## src/rtl/core/i2a_pkg.sv

```systemverilog
`default_nettype none

package i2a_pkg;

    localparam int unsigned VALUE_W   = 32;
    localparam int unsigned DIGIT_W   = 4;
    localparam int unsigned CHAR_W    = 8;
    localparam int unsigned DIGITS_MAX = 10;
    localparam int unsigned CNT_W     = 4;
    localparam int unsigned PROD_W    = 2 * VALUE_W;

    // Reciprocal of ten, scaled by two to the power RECIP_SHIFT.
    localparam logic [VALUE_W-1:0] RECIP_TEN   = 32'hCCCC_CCCD;
    localparam int unsigned        RECIP_SHIFT = 35;
    localparam int unsigned        QDEC_W      = PROD_W - RECIP_SHIFT;
    localparam int unsigned        HEX_SHIFT   = 4;

    localparam logic [CHAR_W-1:0]  CHAR_ZERO  = 8'h30;
    localparam logic [CHAR_W-1:0]  CHAR_ALPHA = 8'h41 - 8'd10;
    localparam logic [CHAR_W-1:0]  CHAR_MINUS = 8'h2D;
    localparam logic [DIGIT_W-1:0] DEC_BASE   = 4'd10;

    typedef enum logic [2:0] {
        S_IDLE,
        S_MUL,
        S_DIV,
        S_SIGN,
        S_EMIT
    } t_state;

    function automatic logic [CHAR_W-1:0] digit_char(input logic [DIGIT_W-1:0] d);
        logic [CHAR_W-1:0] d_ext;
        d_ext = {{(CHAR_W-DIGIT_W){1'b0}}, d};
        if (d < DEC_BASE) begin
            return CHAR_ZERO + d_ext;
        end
        return CHAR_ALPHA + d_ext;
    endfunction

endpackage

`default_nettype wire

```

## src/rtl/core/i2a_div_unit.sv

```systemverilog
`default_nettype none

module i2a_div_unit (
    input  wire logic                              i_clk,
    input  wire logic [i2a_pkg::VALUE_W-1:0]       i_x,
    input  wire logic                              i_hex,
    output logic      [i2a_pkg::VALUE_W-1:0]       o_quot,
    output logic      [i2a_pkg::DIGIT_W-1:0]       o_rem
);

    logic [i2a_pkg::PROD_W-1:0]   n_prod;
    logic [i2a_pkg::QDEC_W-1:0]   r_qdec;
    logic [i2a_pkg::VALUE_W-1:0]  r_x;
    logic                         r_hex;
    logic [i2a_pkg::VALUE_W-1:0]  quot_times_ten;
    logic [i2a_pkg::VALUE_W-1:0]  diff;

    assign n_prod = {{i2a_pkg::VALUE_W{1'b0}}, i_x}
                  * {{i2a_pkg::VALUE_W{1'b0}}, i2a_pkg::RECIP_TEN};

    always_ff @(posedge i_clk) begin
        r_qdec <= n_prod[i2a_pkg::PROD_W-1:i2a_pkg::RECIP_SHIFT];
        r_x    <= i_x;
        r_hex  <= i_hex;
    end

    always_comb begin
        if (r_hex) begin
            o_quot = r_x >> i2a_pkg::HEX_SHIFT;
        end else begin
            o_quot = {{(i2a_pkg::VALUE_W-i2a_pkg::QDEC_W){1'b0}}, r_qdec};
        end
        quot_times_ten = (o_quot << 3) + (o_quot << 1);
        diff           = r_x - quot_times_ten;
        if (r_hex) begin
            o_rem = r_x[i2a_pkg::DIGIT_W-1:0];
        end else begin
            o_rem = diff[i2a_pkg::DIGIT_W-1:0];
        end
    end

endmodule

`default_nettype wire

```

## src/rtl/core/int_to_ascii_radix_unit.sv

```systemverilog
// The sequencer runs S_MUL and S_DIV per digit, then S_SIGN if negative, then S_EMIT.
// Each digit uses the shared divide unit (reciprocal multiply or hex shift, then remainder).
// Busy holds from an accepted start until the return to S_IDLE; start is taken only in S_IDLE.
// Characters leave one per cycle and the receiver cannot stall them.
// Synchronous active-low reset returns the sequencer to idle and clears the strobe.
`default_nettype none

module int_to_ascii_radix_unit (
    input  wire logic                          i_clk,
    input  wire logic                          i_rst_n,
    input  wire logic                          start,
    output logic                               busy,
    input  wire logic [i2a_pkg::VALUE_W-1:0]   i_value,
    input  wire logic                          i_radix_select,
    output logic                               o_valid,
    output logic      [i2a_pkg::CHAR_W-1:0]    o_char_code,
    output logic                               o_last
);

    i2a_pkg::t_state                     r_state, n_state;
    logic [i2a_pkg::VALUE_W-1:0]         r_mag, n_mag;
    logic                                r_neg, n_neg;
    logic                                r_hex, n_hex;
    logic [i2a_pkg::CNT_W-1:0]           r_cnt, n_cnt;
    logic [i2a_pkg::DIGIT_W-1:0]         r_digits [i2a_pkg::DIGITS_MAX];
    logic                                dig_we;
    logic                                r_valid, n_valid;
    logic [i2a_pkg::CHAR_W-1:0]          r_char, n_char;
    logic                                r_last, n_last;
    logic [i2a_pkg::VALUE_W-1:0]         quot;
    logic [i2a_pkg::DIGIT_W-1:0]         rem;
    logic [i2a_pkg::CNT_W-1:0]           rd_idx;

    i2a_div_unit u_div (
        .i_clk  (i_clk),
        .i_x    (r_mag),
        .i_hex  (r_hex),
        .o_quot (quot),
        .o_rem  (rem)
    );

    assign busy        = (r_state != i2a_pkg::S_IDLE);
    assign o_valid     = r_valid;
    assign o_char_code = r_char;
    assign o_last      = r_last;
    assign rd_idx      = r_cnt - 1'b1;

    always_ff @(posedge i_clk) begin
        if (!i_rst_n) begin
            r_state <= i2a_pkg::S_IDLE;
            r_valid <= 1'b0;
        end else begin
            r_state <= n_state;
            r_valid <= n_valid;
        end
    end

    always_ff @(posedge i_clk) begin
        r_mag  <= n_mag;
        r_neg  <= n_neg;
        r_hex  <= n_hex;
        r_cnt  <= n_cnt;
        r_char <= n_char;
        r_last <= n_last;
        if (dig_we) begin
            r_digits[r_cnt] <= rem;
        end
    end

    always_comb begin
        n_state = r_state;
        n_mag   = r_mag;
        n_neg   = r_neg;
        n_hex   = r_hex;
        n_cnt   = r_cnt;
        n_valid = 1'b0;
        n_char  = r_char;
        n_last  = r_last;
        dig_we  = 1'b0;
        unique case (r_state)
            i2a_pkg::S_IDLE: begin
                if (start) begin
                    n_neg   = i_value[i2a_pkg::VALUE_W-1];
                    n_mag   = i_value[i2a_pkg::VALUE_W-1] ? (~i_value + 1'b1) : i_value;
                    n_hex   = i_radix_select;
                    n_cnt   = '0;
                    n_state = i2a_pkg::S_MUL;
                end
            end
            i2a_pkg::S_MUL: begin
                n_state = i2a_pkg::S_DIV;
            end
            i2a_pkg::S_DIV: begin
                dig_we = 1'b1;
                n_mag  = quot;
                n_cnt  = r_cnt + 1'b1;
                if ((quot == '0)
                        || (r_cnt == i2a_pkg::CNT_W'(i2a_pkg::DIGITS_MAX - 1))) begin
                    n_state = r_neg ? i2a_pkg::S_SIGN : i2a_pkg::S_EMIT;
                end else begin
                    n_state = i2a_pkg::S_MUL;
                end
            end
            i2a_pkg::S_SIGN: begin
                n_valid = 1'b1;
                n_char  = i2a_pkg::CHAR_MINUS;
                n_last  = 1'b0;
                n_state = i2a_pkg::S_EMIT;
            end
            i2a_pkg::S_EMIT: begin
                n_valid = 1'b1;
                n_char  = i2a_pkg::digit_char(r_digits[rd_idx]);
                n_last  = (r_cnt == i2a_pkg::CNT_W'(1));
                n_cnt   = rd_idx;
                if (r_cnt == i2a_pkg::CNT_W'(1)) begin
                    n_state = i2a_pkg::S_IDLE;
                end
            end
            default: begin
                n_state = i2a_pkg::S_IDLE;
            end
        endcase
    end

    a_start_busy: assert property (@(posedge i_clk) disable iff (!i_rst_n)
        (start && !busy) |=> busy)
        else $error("busy not raised after an accepted word");

    a_last_gap: assert property (@(posedge i_clk) disable iff (!i_rst_n)
        (o_valid && o_last) |=> !o_valid)
        else $error("character emitted straight after a final character");

    a_mid_busy: assert property (@(posedge i_clk) disable iff (!i_rst_n)
        (o_valid && !o_last) |-> busy)
        else $error("non-final character while the sequencer is idle");

endmodule

`default_nettype wire
```

## config.mk

```make
export PLATFORM = sky130hd
export DESIGN_NAME = int_to_ascii_radix_unit
export DESIGN_NICKNAME = d
export VERILOG_FILES = /design/src/rtl/core/i2a_pkg.sv /design/src/rtl/core/i2a_div_unit.sv /design/src/rtl/core/int_to_ascii_radix_unit.sv
export SDC_FILE = /design/constraint.sdc
export NUM_CORES = 1
export LEC_CHECK = 0
export BUFFER_PORTS_ARGS = -buffer_cell sky130_fd_sc_hd__buf_2
export CAP_MARGIN = 20
export CORE_UTILIZATION = 36
export CTS_BUF_LIST = sky130_fd_sc_hd__clkbuf_4
export DETAILED_ROUTE_END_ITERATION = 12
export PLACE_DENSITY = 0.61
export SLEW_MARGIN = 40
export SYNTH_ARGS = -nofsm -noshare
export SYNTH_HDL_FRONTEND = slang
export SYNTH_SLANG_ARGS = --single-unit
```

## constraint.sdc

```tcl
create_clock -name i_clk -period 15.5 [get_ports i_clk]
set_input_delay 1.55 -clock i_clk [delete_from_list [all_inputs] [get_ports i_clk]]
set_output_delay 1.55 -clock i_clk [all_outputs]
set_load 0.1 [all_outputs]
```

Word level (Yosys, flattened, before mapping):

Memory sizes are Yosys's and may differ from the RTL's.
Cells that the tools add are included.
W data, S select, Z words.

* bits in registers: 113
* bits in writable memories: 40
* bits of input ports: 36
* memories: 1

* add/sub/neg operators: 7
* $mul: 1
* magnitude comparators: 1
* equal/unequal tests: 8
* muxes and demuxes: 22
* bitwise logic cells: 1
* reductions and logical operators: 12

Memory list
* r_digits: words 10, bits a word 4, rd ports 1, clocked after memory_dff 0, wr ports 1, line int_to_ascii_radix_unit.sv:25 `logic [i2a_pkg::DIGIT_W-1:0] r_digits [i2a_pkg::DIGITS_MAX];`

Operators with widths (count)
* $mul A32 B32 Y64 const B: 1
* $mux W32: 2
* $pmux W32 S2: 1
* $add A32 B1 Y32 const B: 1
* $logic_not A32 Y1: 1
* $not A32 Y32: 1
* $mux W29: 1
* $mux W8: 2
* $pmux W8 S2: 1
* $pmux W3 S5: 1
* $add A6 B4 Y7 const A: 2
* $mux W3: 4
* $pmux W4 S3: 1
* $mux W4: 2
* $reduce_and A2 Y1: 4
* $eq A3 B2 Y1 const B: 2
* $mux W1: 6
* $reduce_bool A3 Y1: 2
* $add A4 B1 Y4 const B: 1
* $add A4 B4 Y4: 1
* $eq A4 B1 Y1 const B: 1
* $eq A4 B4 Y1 const B: 1
* $lt A4 B4 Y1 const B: 1
* $ne A2 B2 Y1 const B: 2
* 9 further kinds: 10

Longest topological paths before layout:

An unclocked memory read counts as a cell.

* depth in word-level cells: 7
* mapped depth: 25

Modules after synthesis:

A second synthesis with hierarchy kept.

* cell total of the unflattened synthesis: 2202
* area total of the unflattened synthesis: 23201.0 um^2

By module, submodules not included
* i2a_div_unit: instances 1, cells each 1814, area an instance 18615.4 um^2
* int_to_ascii_radix_unit: instances 1, cells each 388, area an instance 4585.6 um^2

Worst setup path before layout:

OpenSTA, ideal clock, no wires.

* path type: register to register
* start: register r_mag[8] (netlist bit)
* end: register u_div.r_qdec[24] (netlist bit)
* library setup time: 0.072 ns
* data arrival time: 6.850 ns
* required time: 15.428 ns
* slack: 8.578 ns
* cell stages (with the launch flop): 22
* buffers on the path: 1
* period minus slack after synthesis: 6.922 ns
* cells stage by stage: edfxtp_1 -> ha_1 -> clkbuf_1 -> xnor2_1 -> o21ai_0 -> fa_1 -> inv_1 -> fa_1 -> fa_1 -> inv_1 -> fa_1 -> fa_1 -> fa_1 -> ha_1 -> a21oi_1 -> nor2b_1 -> a221oi_1 -> or4b_2 -> a311oi_1 -> o311ai_0 -> a31oi_1 -> xnor2_1

* word-level cells in the longest chain between the ends: 1

Ends and longest elaborated chain
* start, declared: line int_to_ascii_radix_unit.sv:21 `logic [i2a_pkg::VALUE_W-1:0] r_mag, n_mag;`
* start signal, assigned: line int_to_ascii_radix_unit.sv:59 `r_mag <= n_mag;`
* $mul A32 B32 Y64: line i2a_div_unit.sv:19 `* {{i2a_pkg::VALUE_W{1'b0}}, i2a_pkg::RECIP_TEN};`
* net u_div.n_prod (one bit): line i2a_div_unit.sv:11 `logic [i2a_pkg::PROD_W-1:0] n_prod;`
* end signal, assigned: line i2a_div_unit.sv:22 `r_qdec <= n_prod[i2a_pkg::PROD_W-1:i2a_pkg::RECIP_SHIFT];`
* end, declared: line i2a_div_unit.sv:12 `logic [i2a_pkg::QDEC_W-1:0] r_qdec;`

The timed path passes the listed nets, and every way through them passes these cells.
A chain may end at the register's enable or synchronous reset.

Final worst setup path:

* start: register r_mag[11] (netlist bit)
* end: register u_div.r_qdec[24] (netlist bit)

Same word-level chain as after synthesis.

==> results.json <==
{
  "status": "finished, final reports clean",
  "ctsRootBufferMaster": "clkbuf_4",
  "post_drt_wl_per_cell_um": 21.67,
  "period_minus_slack_ns": 8.359,
  "max_freq_mhz": 119.6,
  "tightest_slew_ns": 0.8465,
  "worstHoldStart": "r_hex",
  "drv_cap": 0,
  "drc": 0,
  "ys_async_sr_fraction_pct": 0,
  "gp_congestion": 0.9718,
  "post_cts_buffers": 0,
  "io_buffers": 45,
  "period_share_pct": 53.93,
  "syn-cell-area_um2": 23240,
  "antenna_found_initial": 1,
  "worstPathRequired_ns": 15.96,
  "highest_layer": "met4",
  "drive_above_1_share_pct": 4.983,
  "critical_path_arrival_ns": 8.82,
  "setup_viol": 0,
  "whs_path_depth": 0,
  "place_inst": 3102,
  "yosys.cell_types.count": 68,
  "cts_tree": "done",
  "ios": 47,
  "holdBufCountCts": 0,
  "wl_met1_um": 30390,
  "dp_hpwl_um": 59740,
  "hold_viol": 0,
  "whs_ns": 0.3686,
  "detail-route-antenna-nets": 0,
  "met2_length_um": 32340,
  "reg2reg_to": "u_div.r_qdec[24]",
  "synth-edff-count": 86,
  "path_max_fanout": 8,
  "htreeDepth": 4,
  "finalSetupTns_ns": 0,
  "r2r-start": "r_mag[11]",
  "die_h_um": 256.1,
  "clkSinkCount": 152,
  "dr_wl_met3_um": 3285,
  "num_vias": 15850,
  "wirelength_um": 67930,
  "grt_pass1_wl_um": 105100,
  "critPathKind": "flop to flop",
  "syn_avg_cell_area_um2": 10.35,
  "clk_pin_slew_ns": 0.15,
  "r2r_cells": 26,
  "hold_path_end": "u_div.r_hex",
  "die_w_um": 256.1,
  "start_util_pct": 36.64,
  "coreArea_um2": 63430,
  "drt-initial-drc-count": 1151,
  "area_delta_synth_final_pct": 6.524,
  "dieArea_um2": 65580,
  "place_ws_ns": 7.317,
  "fin_ws_ns": 7.141,
  "postCtsResizedCells": 0,
  "relSlewSlack_pct": 43.19,
  "dr.pass1.iters": 5,
  "clk_latency_ns": 0.58,
  "num_rows": 92,
  "rrSetupSlack_ns": 7.14,
  "slew_violations": 0,
  "seq_area_frac_synth_pct": 16.80,
  "fin_skew_ns": 0.03669,
  "holdCritPathClass": "flop to flop",
  "worstSetupStartpointType": "flop",
  "end_kind": "flop",
  "fin_nets": 3055,
  "first_global_vias": 17300,
  "rsz0062_at_grt": "no",
  "syn_nets": 3026,
  "grt_overflow": 0,
  "grt_start_max_net_pins": 62,
  "synth-seq-cells": 152,
  "clockBufferDepth": 2,
  "viasPerCell": 5.056,
  "fin_cells": 3135,
  "num-fill-cells": 6202,
  "ys.flop_type": "edfxtp_1",
  "cts_buffers": 17,
  "syn_inst": 2246,
  "ys.warnings.count": 0,
  "grt_use_total_pct": 21.43
}
## worst max-delay path by stage
| stage | startpoint | endpoint | slack, ns |
|---|---|---|---|
| finish | r_mag[11] | u_div.r_qdec[24] | 7.14 |
| CTS | r_mag[2] | u_div.r_qdec[15] | 7.24 |
| global route | r_mag[11] | u_div.r_qdec[24] | 6.83 |
| detailed placement | r_mag[20] | u_div.r_qdec[15] | 7.32 |
| global placement | r_mag[2] | u_div.r_qdec[19] | 7.09 |
| floorplan | r_mag[8] | u_div.r_qdec[24] | 8.58 |
## area by class of cell
type	instances	area (µm²)	area share, %
multi-input combinational	1469	17010	68.69
sequential	152	3905	15.77
clock buffer	18	135.1	0.5458
antenna	1	2.502	0.01011
clock inverter	14	185.2	0.7479
inverter	584	2192	8.854
tap	846	1059	4.275
timing repair buffer	51	274.0	1.107
## flip-flops by register name, indices dropped and copies added (netlist names), 3 cells and up
register      flops
u_div.r_x        32
r_cnt             4
u_div.r_qdec     29
r_state           3
o_char_code       7
r_mag            32
r_digits         40
## worst max-delay path, cell delays in order, from the launching register on
cell	delay [ns]
edfxtp_1	0.64
ha_1	0.65
ha_1	0.36
xor2_1	0.19
ha_1	0.18
a21oi_1	0.06
fa_1	0.51
inv_1	0.09
fa_1	0.51
inv_1	0.05
fa_1	0.47
inv_1	0.06
fa_1	0.54
inv_1	0.09
fa_1	0.54
inv_1	0.04
ha_1	0.36
nand3_1	0.15
nor2_1	0.32
nand3_1	0.18
a2111oi_0	0.55
or4b_2	0.30
a311oi_1	0.15
buf_4	0.23
o311ai_0	0.66
a31oi_1	0.19
xnor2_1	0.15
## layer usage
metal | up-vias | track usage [%]
met2 | 445 | 35.79
met3 | 64 | 2.704
li1 | 7238 | -
met5 | - | 0
met4 | 0 | 6.121
met1 | 8102 | 29.03
## placed cells by master, fill, tap and decap left out, drive strengths merged, types with 49 or more instances in the layout
cell type / synthesis / routed
xnor2: 63 / 63
ha: 358 / 358
nand2: 76 / 76
a21oi: 93 / 93
edfxtp: 86 / 86
fa: 386 / 386
o21ai: 66 / 66
dfxtp: 66 / 66
a21o: 49 / 49
nor2: 64 / 64
buf: 7 / 51
inv: 584 / 590
xor2: 52 / 52
## kinds of logic after synthesis
| group | after synthesis | synth area share, % |
|---|---|---|
| other | 1 | 0.01613 |
| buffers and inverters | 625 | 10.11 |
| and+or+nand+nor | 275 | 5.916 |
| xor gates and xnor gates | 115 | 4.334 |
| muxes | 40 | 2.186 |
| AOI/OAI and AO/OA | 294 | 8.123 |
| DFF | 152 | 16.80 |
| adders and majority gates | 744 | 52.52 |
## cells in the mapped netlist, drive strengths merged, types with 10 or more instances
| library cell | count | area, µm² |
|---|---|---|
| a211oi | 11 | 82.58 |
| clkbuf | 34 | 127.6 |
| a21o | 49 | 367.9 |
| and2 | 19 | 118.9 |
| nor3 | 10 | 50.05 |
| a21oi | 93 | 465.5 |
| o21ai | 66 | 330.3 |
| edfxtp | 86 | 2582 |
| xnor2 | 63 | 551.8 |
| o31ai | 10 | 107.6 |
| ha | 358 | 4479 |
| nor2b | 16 | 100.1 |
| nand2 | 76 | 285.3 |
| dfxtp | 66 | 1321 |
| xor2 | 52 | 455.4 |
| nor4 | 14 | 87.58 |
| nand3 | 17 | 85.08 |
| or3 | 11 | 78.82 |
| and3 | 12 | 75.07 |
| mux2i | 26 | 260.3 |
| nor2 | 64 | 240.2 |
| inv | 584 | 2192 |
| nand4 | 13 | 81.33 |
| fa | 386 | 7727 |
## metrics by stage
step | area [µm²] | util [%]
2_1_floorplan | 23240 | -
3_3_place_gp | 24420 | 38.51
3_5_place_dp | 24440 | 38.53
4_1_cts | 24760 | 39.03
5_1_grt | 24760 | 39.04
6_report | 24760 | 39.04
Power is left out: the tool's default activity adds up to more than one toggle a clock period on the data nets, which glitch-free logic cannot reach.
